File: config.mk
export PLATFORM = sky130hd
export DESIGN_NAME = hsl_to_rgb_converter
export DESIGN_NICKNAME = d
export VERILOG_FILES = /design/src/rtl/core/hsl_pkg.sv /design/src/rtl/core/hsl_to_rgb_converter.sv
export SDC_FILE = /design/constraint.sdc
export NUM_CORES = 2
export LEC_CHECK = 0
export ABC_AREA = 0
export BUFFER_PORTS_ARGS = -buffer_cell sky130_fd_sc_hd__clkbuf_2
export CORE_MARGIN = 4
export CORE_UTILIZATION = 65
export CTS_CLUSTER_SIZE = 14
export DETAILED_ROUTE_END_ITERATION = 10
export HOLD_SLACK_MARGIN = 0.03
export PLACE_DENSITY = 0.84
export SYNTH_ARGS = -nofsm -noshare
export SYNTH_HDL_FRONTEND = slang
export SYNTH_SLANG_ARGS = --single-unit
export TNS_END_PERCENT = 30
File: constraint.sdc
create_clock -name clk -period 9.45 [get_ports clk]
set_input_delay 0.4725 -clock clk [delete_from_list [all_inputs] [get_ports clk]]
set_output_delay 0.4725 -clock clk [all_outputs]
set_load 0.02 [all_outputs]
File: src/rtl/core/hsl_pkg.sv
// ----------------------------------------------------------------------------
// HSL to RGB converter package
// Shared widths, constants and the hue sector code for the converter.
// ----------------------------------------------------------------------------
package hsl_pkg;

    localparam int unsigned HUE_W   = 9;
    localparam int unsigned PCT_W   = 7;
    localparam int unsigned CHAN_W  = 8;
    localparam int unsigned SPAN_W  = 8;   // 100 * (1 - |2L - 1|), at most 100
    localparam int unsigned DIST_W  = 6;   // distance term, at most 60
    localparam int unsigned PROD_W  = 14;  // span * sat, at most 10000
    localparam int unsigned NUM_W   = 21;  // numerators over 1200000
    localparam int unsigned SCL_W   = 18;  // numerator * 17 / 128
    localparam int unsigned QT_W    = 9;   // quotient estimate with headroom
    localparam int unsigned RECIP_W = 16;
    localparam int unsigned RECIP_SH = 25;

    localparam logic [HUE_W-1:0]  HUE_MAX  = 9'd360;
    localparam logic [PCT_W-1:0]  PCT_MAX  = 7'd100;
    localparam logic [NUM_W-1:0]  C_MULT   = 21'd120;
    localparam logic [NUM_W-1:0]  M_MULT   = 21'd60;
    localparam logic [NUM_W-1:0]  L_MULT   = 21'd12000;
    // floor(2^25 / 625): quotient estimate is never above the true one
    localparam logic [RECIP_W-1:0] RECIP_625 = 16'd53687;
    localparam logic [SCL_W-1:0]  DIV_625  = 18'd625;
    localparam logic [QT_W-1:0]   CHAN_SAT = 9'd255;

    typedef enum logic [2:0] {
        SEC_RED_YEL,
        SEC_YEL_GRN,
        SEC_GRN_CYN,
        SEC_CYN_BLU,
        SEC_BLU_MAG,
        SEC_MAG_RED,
        SEC_GREY
    } sector_t;

endpackage

File: src/rtl/core/hsl_to_rgb_converter.sv
// An accepted start passes down the pipeline to the done strobe with its result.
// Throughput: one transaction per cycle; busy stays low, six pipeline stages
// each carry a valid bit alongside the data.
// The receiver cannot stall; every result shows for exactly one cycle.
// Reset (rst_n low, asynchronous) clears the valid bits; data stages hold no
// reset value.
// ----------------------------------------------------------------------------
// HSL to RGB converter
// Pipelined integer conversion of hue/saturation/lightness to 8-bit RGB.
// ----------------------------------------------------------------------------
module hsl_to_rgb_converter (
    input  logic                            clk,
    input  logic                            rst_n,
    input  logic                            start,
    output logic                            busy,
    input  logic [hsl_pkg::HUE_W-1:0]       hue_deg,
    input  logic [hsl_pkg::PCT_W-1:0]       sat_pct,
    input  logic [hsl_pkg::PCT_W-1:0]       light_pct,
    output logic                            done,
    output logic [hsl_pkg::CHAN_W-1:0]      red,
    output logic [hsl_pkg::CHAN_W-1:0]      green,
    output logic [hsl_pkg::CHAN_W-1:0]      blue,
    output logic                            in_range
);

    localparam int unsigned NCH = 3;

    // ---------------- stage 1: range check, sector, span, distance --------
    logic                          v1_reg;
    logic                          ok1_reg, ok1_next;
    hsl_pkg::sector_t              sec1_reg, sec1_next;
    logic [hsl_pkg::SPAN_W-1:0]    span1_reg, span1_next;
    logic [hsl_pkg::DIST_W-1:0]    dist1_reg, dist1_next;
    logic [hsl_pkg::PCT_W-1:0]     sat1_reg, sat1_next;
    logic [hsl_pkg::PCT_W-1:0]     lgt1_reg, lgt1_next;

    logic [hsl_pkg::HUE_W-1:0]     base;
    logic [hsl_pkg::HUE_W-1:0]     h120;
    logic [hsl_pkg::SPAN_W-1:0]    two_l;

    always_comb
    begin
        ok1_next = (hue_deg <= hsl_pkg::HUE_MAX) && (sat_pct <= hsl_pkg::PCT_MAX)
                   && (light_pct <= hsl_pkg::PCT_MAX);
        if (hue_deg < 9'd60)
        begin
            sec1_next = hsl_pkg::SEC_RED_YEL;  base = 9'd0;
        end
        else if (hue_deg < 9'd120)
        begin
            sec1_next = hsl_pkg::SEC_YEL_GRN;  base = 9'd0;
        end
        else if (hue_deg < 9'd180)
        begin
            sec1_next = hsl_pkg::SEC_GRN_CYN;  base = 9'd120;
        end
        else if (hue_deg < 9'd240)
        begin
            sec1_next = hsl_pkg::SEC_CYN_BLU;  base = 9'd120;
        end
        else if (hue_deg < 9'd300)
        begin
            sec1_next = hsl_pkg::SEC_BLU_MAG;  base = 9'd240;
        end
        else if (hue_deg < 9'd360)
        begin
            sec1_next = hsl_pkg::SEC_MAG_RED;  base = 9'd240;
        end
        else
        begin
            sec1_next = hsl_pkg::SEC_GREY;     base = 9'd360;
        end
        h120 = hue_deg - base;
        if (h120 < 9'd60)
            dist1_next = h120[hsl_pkg::DIST_W-1:0];
        else
            dist1_next = 6'((9'd120 - h120) & 9'h3F);
        two_l = {light_pct, 1'b0};
        span1_next = (two_l >= 8'd100) ? (8'd200 - two_l) : two_l;
        sat1_next  = sat_pct;
        lgt1_next  = light_pct;
        // zero operands make every channel come out zero on invalid input
        if (!ok1_next)
        begin
            span1_next = '0;
            dist1_next = '0;
            sat1_next  = '0;
            lgt1_next  = '0;
            sec1_next  = hsl_pkg::SEC_GREY;
        end
    end

    always_ff @(posedge clk)
    begin
        ok1_reg   <= ok1_next;
        sec1_reg  <= sec1_next;
        span1_reg <= span1_next;
        dist1_reg <= dist1_next;
        sat1_reg  <= sat1_next;
        lgt1_reg  <= lgt1_next;
    end

    // ---------------- stage 2: span * saturation ---------------------------
    logic                          v2_reg;
    logic                          ok2_reg;
    hsl_pkg::sector_t              sec2_reg;
    logic [hsl_pkg::DIST_W-1:0]    dist2_reg;
    logic [hsl_pkg::PCT_W-1:0]     lgt2_reg;
    logic [hsl_pkg::PROD_W-1:0]    ps2_reg, ps2_next;

    assign ps2_next = hsl_pkg::PROD_W'(span1_reg) * hsl_pkg::PROD_W'(sat1_reg);

    always_ff @(posedge clk)
    begin
        ok2_reg   <= ok1_reg;
        sec2_reg  <= sec1_reg;
        dist2_reg <= dist1_reg;
        lgt2_reg  <= lgt1_reg;
        ps2_reg   <= ps2_next;
    end

    // ---------------- stage 3: C, X and m numerators -----------------------
    logic                          v3_reg;
    logic                          ok3_reg;
    hsl_pkg::sector_t              sec3_reg;
    logic [hsl_pkg::NUM_W-1:0]     cn3_reg, cn3_next;
    logic [hsl_pkg::NUM_W-1:0]     xn3_reg, xn3_next;
    logic [hsl_pkg::NUM_W-1:0]     mn3_reg, mn3_next;

    always_comb
    begin
        cn3_next = hsl_pkg::NUM_W'(ps2_reg) * hsl_pkg::C_MULT;
        xn3_next = hsl_pkg::NUM_W'({ps2_reg, 1'b0}) * hsl_pkg::NUM_W'(dist2_reg);
        mn3_next = hsl_pkg::NUM_W'(lgt2_reg) * hsl_pkg::L_MULT
                   - hsl_pkg::NUM_W'(ps2_reg) * hsl_pkg::M_MULT;
    end

    always_ff @(posedge clk)
    begin
        ok3_reg  <= ok2_reg;
        sec3_reg <= sec2_reg;
        cn3_reg  <= cn3_next;
        xn3_reg  <= xn3_next;
        mn3_reg  <= mn3_next;
    end

    // ---------------- stage 4: sector select, scale by 17/128 --------------
    logic                          v4_reg;
    logic                          ok4_reg;
    logic [hsl_pkg::NUM_W-1:0]     cm, xm;
    logic [hsl_pkg::NUM_W-1:0]     num4 [NCH];
    logic [hsl_pkg::NUM_W+4:0]     x17  [NCH];
    logic [hsl_pkg::SCL_W-1:0]     y4_reg [NCH];
    logic [hsl_pkg::SCL_W-1:0]     y4_next [NCH];

    always_comb
    begin
        cm = cn3_reg + mn3_reg;
        xm = xn3_reg + mn3_reg;
        unique case (sec3_reg)
            hsl_pkg::SEC_RED_YEL:
            begin
                num4[0] = cm;      num4[1] = xm;      num4[2] = mn3_reg;
            end
            hsl_pkg::SEC_YEL_GRN:
            begin
                num4[0] = xm;      num4[1] = cm;      num4[2] = mn3_reg;
            end
            hsl_pkg::SEC_GRN_CYN:
            begin
                num4[0] = mn3_reg; num4[1] = cm;      num4[2] = xm;
            end
            hsl_pkg::SEC_CYN_BLU:
            begin
                num4[0] = mn3_reg; num4[1] = xm;      num4[2] = cm;
            end
            hsl_pkg::SEC_BLU_MAG:
            begin
                num4[0] = xm;      num4[1] = mn3_reg; num4[2] = cm;
            end
            hsl_pkg::SEC_MAG_RED:
            begin
                num4[0] = cm;      num4[1] = mn3_reg; num4[2] = xm;
            end
            hsl_pkg::SEC_GREY:
            begin
                num4[0] = mn3_reg; num4[1] = mn3_reg; num4[2] = mn3_reg;
            end
            default:
            begin
                num4[0] = mn3_reg; num4[1] = mn3_reg; num4[2] = mn3_reg;
            end
        endcase
        // num * 255 / 1200000 == (num * 17 / 128) / 625
        for (int i = 0; i < NCH; i++)
        begin
            x17[i]     = {1'b0, num4[i], 4'b0} + {5'b0, num4[i]};
            y4_next[i] = x17[i][hsl_pkg::SCL_W+6:7];
        end
    end

    always_ff @(posedge clk)
    begin
        ok4_reg <= ok3_reg;
        for (int i = 0; i < NCH; i++)
            y4_reg[i] <= y4_next[i];
    end

    // ---------------- stage 5: quotient estimate by reciprocal -------------
    localparam int unsigned PQ_W = hsl_pkg::SCL_W + hsl_pkg::RECIP_W;

    logic                          v5_reg;
    logic                          ok5_reg;
    logic [PQ_W-1:0]               pq5 [NCH];
    logic [hsl_pkg::SCL_W-1:0]     y5_reg [NCH];
    logic [hsl_pkg::QT_W-1:0]      q5_reg [NCH];
    logic [hsl_pkg::QT_W-1:0]      q5_next [NCH];

    always_comb
    begin
        for (int i = 0; i < NCH; i++)
        begin
            pq5[i]     = PQ_W'(y4_reg[i]) * PQ_W'(hsl_pkg::RECIP_625);
            q5_next[i] = pq5[i][hsl_pkg::RECIP_SH +: hsl_pkg::QT_W];
        end
    end

    always_ff @(posedge clk)
    begin
        ok5_reg <= ok4_reg;
        for (int i = 0; i < NCH; i++)
        begin
            y5_reg[i] <= y4_reg[i];
            q5_reg[i] <= q5_next[i];
        end
    end

    // ---------------- stage 6: correct by one, saturate, output ------------
    logic                          v6_reg;
    logic                          ok6_reg;
    logic [hsl_pkg::SCL_W-1:0]     rem6 [NCH];
    logic [hsl_pkg::QT_W-1:0]      qc6  [NCH];
    logic [hsl_pkg::CHAN_W-1:0]    ch6_reg [NCH];
    logic [hsl_pkg::CHAN_W-1:0]    ch6_next [NCH];

    always_comb
    begin
        for (int i = 0; i < NCH; i++)
        begin
            rem6[i] = y5_reg[i] - hsl_pkg::SCL_W'(q5_reg[i]) * hsl_pkg::DIV_625;
            qc6[i]  = (rem6[i] >= hsl_pkg::DIV_625) ? q5_reg[i] + 9'd1 : q5_reg[i];
            if (qc6[i] > hsl_pkg::CHAN_SAT)
                qc6[i] = hsl_pkg::CHAN_SAT;
            ch6_next[i] = ok5_reg ? qc6[i][hsl_pkg::CHAN_W-1:0] : '0;
        end
    end

    always_ff @(posedge clk)
    begin
        ok6_reg <= ok5_reg;
        for (int i = 0; i < NCH; i++)
            ch6_reg[i] <= ch6_next[i];
    end

    // ---------------- valid bits -------------------------------------------
    always_ff @(posedge clk or negedge rst_n)
    begin
        if (!rst_n)
        begin
            v1_reg <= 1'b0;
            v2_reg <= 1'b0;
            v3_reg <= 1'b0;
            v4_reg <= 1'b0;
            v5_reg <= 1'b0;
            v6_reg <= 1'b0;
        end
        else
        begin
            v1_reg <= start && !busy;
            v2_reg <= v1_reg;
            v3_reg <= v2_reg;
            v4_reg <= v3_reg;
            v5_reg <= v4_reg;
            v6_reg <= v5_reg;
        end
    end

    assign busy     = 1'b0;
    assign done     = v6_reg;
    assign red      = ch6_reg[0];
    assign green    = ch6_reg[1];
    assign blue     = ch6_reg[2];
    assign in_range = ok6_reg;

    // ---------------- assertions -------------------------------------------
    a_latency: assert property (@(posedge clk) disable iff (!rst_n)
        start |-> ##6 done)
        else $error("accepted transaction did not complete after six cycles");

    a_no_spurious: assert property (@(posedge clk) disable iff (!rst_n)
        !start |-> ##6 !done)
        else $error("done strobe without an accepted transaction");

    a_bad_hue: assert property (@(posedge clk) disable iff (!rst_n)
        (start && hue_deg > hsl_pkg::HUE_MAX) |-> ##6 (done && !in_range))
        else $error("hue out of range not flagged");

    a_zero_out: assert property (@(posedge clk) disable iff (!rst_n)
        (done && !in_range) |-> (red == '0 && green == '0 && blue == '0))
        else $error("invalid transaction produced nonzero color");

    a_grey: assert property (@(posedge clk) disable iff (!rst_n)
        (start && hue_deg == hsl_pkg::HUE_MAX && sat_pct <= hsl_pkg::PCT_MAX
         && light_pct <= hsl_pkg::PCT_MAX) |-> ##6 (red == green && green == blue))
        else $error("hue 360 did not produce grey");

endmodule
==> impl_metrics.ini <==
[status]
outcome = completed

[cts]
ctsHtreeMaxLevel = 2
ctsHoldBuffers = 2
cts_buffer_depth = 3
cts_setup_buffers = 0
clock_sink_count = 285
clockRootBuffer = clkbuf_16
clkTransAtPathRegs_ns = 0.06
insertion_delay_ns = 0.58
cts_tree = built
ctsResizeCount = 0
cts_buffers = 37

[floorplanning]
initial_utilization_pct = 65.4
die_area_um2 = 67500
ios = 53
rows = 92
core_area_um2 = 63000
die_h_um = 260
die_width_um = 260

[cells_and_area]
num_antenna_cells = 0
drive_gt1_share_pct = 4.00
synthToLayoutAreaGrowth_pct = 5.90
fillers = 4649
nNetsFinal = 5816
fin_util_pct = 69.3

[synthesis]
synth.largest_area_cell = fa_1
muxShareOfSynthArea_pct = 0.856
yosys_warnings = 0
synth_edf_count = 0
netlist_area_um2 = 41200
avgSynthCellArea_um2 = 9.27
synth_simple_gate_area_share_pct = 9.60
synth.most_common_cell = inv_1
synth_xor_area_share_pct = 4.80
syn_inst = 4445
yosysUniqueCellTypes = 101
synth_ff_type = dfxtp_1
ys_ff_latch = 285
synthAdderAreaFrac_pct = 49.2
synth_top_family_by_area = adder cells
synth_area_leaders = fa_1 (26%), ha_1 (23%), dfxtp_1 (14%)
synth_top_area_share_pct = 26.0
synth-seq-area-share_pct = 13.9
ys_top_cells_by_count = inv_1 (1035), ha_1 (762), fa_1 (535)
synth_compound_area_share_pct = 11.7
synthArstFlopShare_pct = 2.11

[setup_path]
path_max_fanout = 5
worst_setup_path_start_kind = flip-flop
path_class = flip-flop to flip-flop
critPathArrivalTime_ns = 6.97
cp_common_cell = fa_1
slowest_stage = fa_1
worstSetupEndpointType = flip-flop
path_cells = ha_1 > inv_1 > fa_1 > fa_1 > fa_1 > inv_1 > fa_1 > inv_1 > fa_1 > inv_1 > ha_1 > a21o_1 > a21o_1 > a21o_1 > a221oi_1 > o21ai_1 > o31ai_2 > o21ai_1 > o41a_1 > and4_1 > or3_1
required_ns = 9.91
max_stage_delay_ns = 0.56

[global_routing]
grt_first_pass_wirelength_um = 156000
grt_remaining_overflow = 0
grt_usage_pct = 28.3
grt_max_degree = 77
grt_antenna_before_repair = 0
grt_pass1_vias = 32000

[sta]
rsz0062_at_grt = no
period_needed_ns = 6.51
tightest_slew_ns = 1.03
post-route-period-util_pct = 68.9
drv_slew = 0
finalSetupViolCount = 0
maxSlewHeadroom_pct = 30.8
setup_tns_ns = 0
finalHoldViolCount = 0
fmax_ghz = 0.154
skew_ns = 0.0360

[detailed_routing]
via_count = 30600
via_per_inst = 5.70
wl_um = 93700
drt.antenna.violating_nets = 0
first_pass_iters = 6
drc = 0
initialDrtViolationCount = 2146
wl_per_cell_um = 17.5

[flow_run]
cap_violations = 0

[placement]
placement.io_buffers = 51
hpwl_um = 78500
gp_congestion = 1.01

[hold_path]
hp-class = primary input to flip-flop
==> layer usage <==
layer	share of wire (%)	global-route usage (%)	wire length (um)
met5	0	0	0
met4	3.9	9.73	3630
met3	6.6	3.87	6170
met2	48	49.0	45100
met1	41	36.7	38800
==> per-stage QoR <==
step	setup WS [ns]	cell area, um2	cells	hold WS, ns
after global routing	2.61	43600	5367	0.148
after detailed placement	2.95	42300	5298	0.304
after floorplan	3.52	41200	4446	0.177
after global placement	3.16	42300	5298	0.300
after CTS	2.95	43600	5367	0.126
final	2.94	43600	5367	0.142
==> path summary, 6_finish.rpt <==
check / from / to / slack, ns / cells after the start
setup reg to reg: y4_reg[0][9] / q5_reg[0][8] / 2.94 / 21
min in group asynchronous: rst_n / v2_reg / 0.27 / 2
hold / removal: sat_pct[6] / sat1_reg[6] / 0.14 / 2
max in group asynchronous: rst_n / done / 9.04 / 2
setup / recovery: y4_reg[0][9] / q5_reg[0][8] / 2.94 / 21
hold reg to reg: ok1_reg / ok2_reg / 0.32 / 0
==> placed cells by master (no fill, tap or decap), drive strengths merged, types with 63 or more instances in the layout <==
| cell type | synthesis | routed |
|---|---|---|
| o21ai | 156 | 156 |
| nand2 | 228 | 228 |
| a21oi | 176 | 176 |
| nor2 | 199 | 199 |
| fa | 535 | 535 |
| clkbuf | 38 | 96 |
| and2 | 88 | 88 |
| xnor2 | 163 | 163 |
| dfxtp | 279 | 279 |
| inv | 1035 | 1042 |
| ha | 762 | 762 |
| xor2 | 63 | 63 |
==> area by class of cell <==
| type | instances | area, um2 | share of cell area [%] |
|---|---|---|---|
| multi-input combinational | 3075 | 31400 | 71.9 |
| sequential | 285 | 5740 | 13.1 |
| inverter | 1036 | 3890 | 8.91 |
| tap | 846 | 1060 | 2.43 |
| clock buffer | 45 | 996 | 2.28 |
| timing repair buffer | 58 | 313 | 0.717 |
| clock inverter | 22 | 272 | 0.622 |
==> critical path, delay by kind of cell (launching register included) <==
family          cells  cell delay, ns
simple gates        2            0.57
fa+ha+maj           7            3.08
compound gates      8            2.00
buf+inv             4            0.31
flops               1            0.44
==> cells by family (layout without fill, tap and decap cells) <==
logic type,after synthesis,in the layout
compound gates,710,710
fa+ha+maj,1299,1299
flops,285,285
mux,32,32
buf+inv,1086,1161
xor+xnor,226,226
simple gates,806,806
other cells,1,2
Power is left out: the tool's default activity adds up to more than one toggle a clock period on the data nets, which glitch-free logic cannot reach.
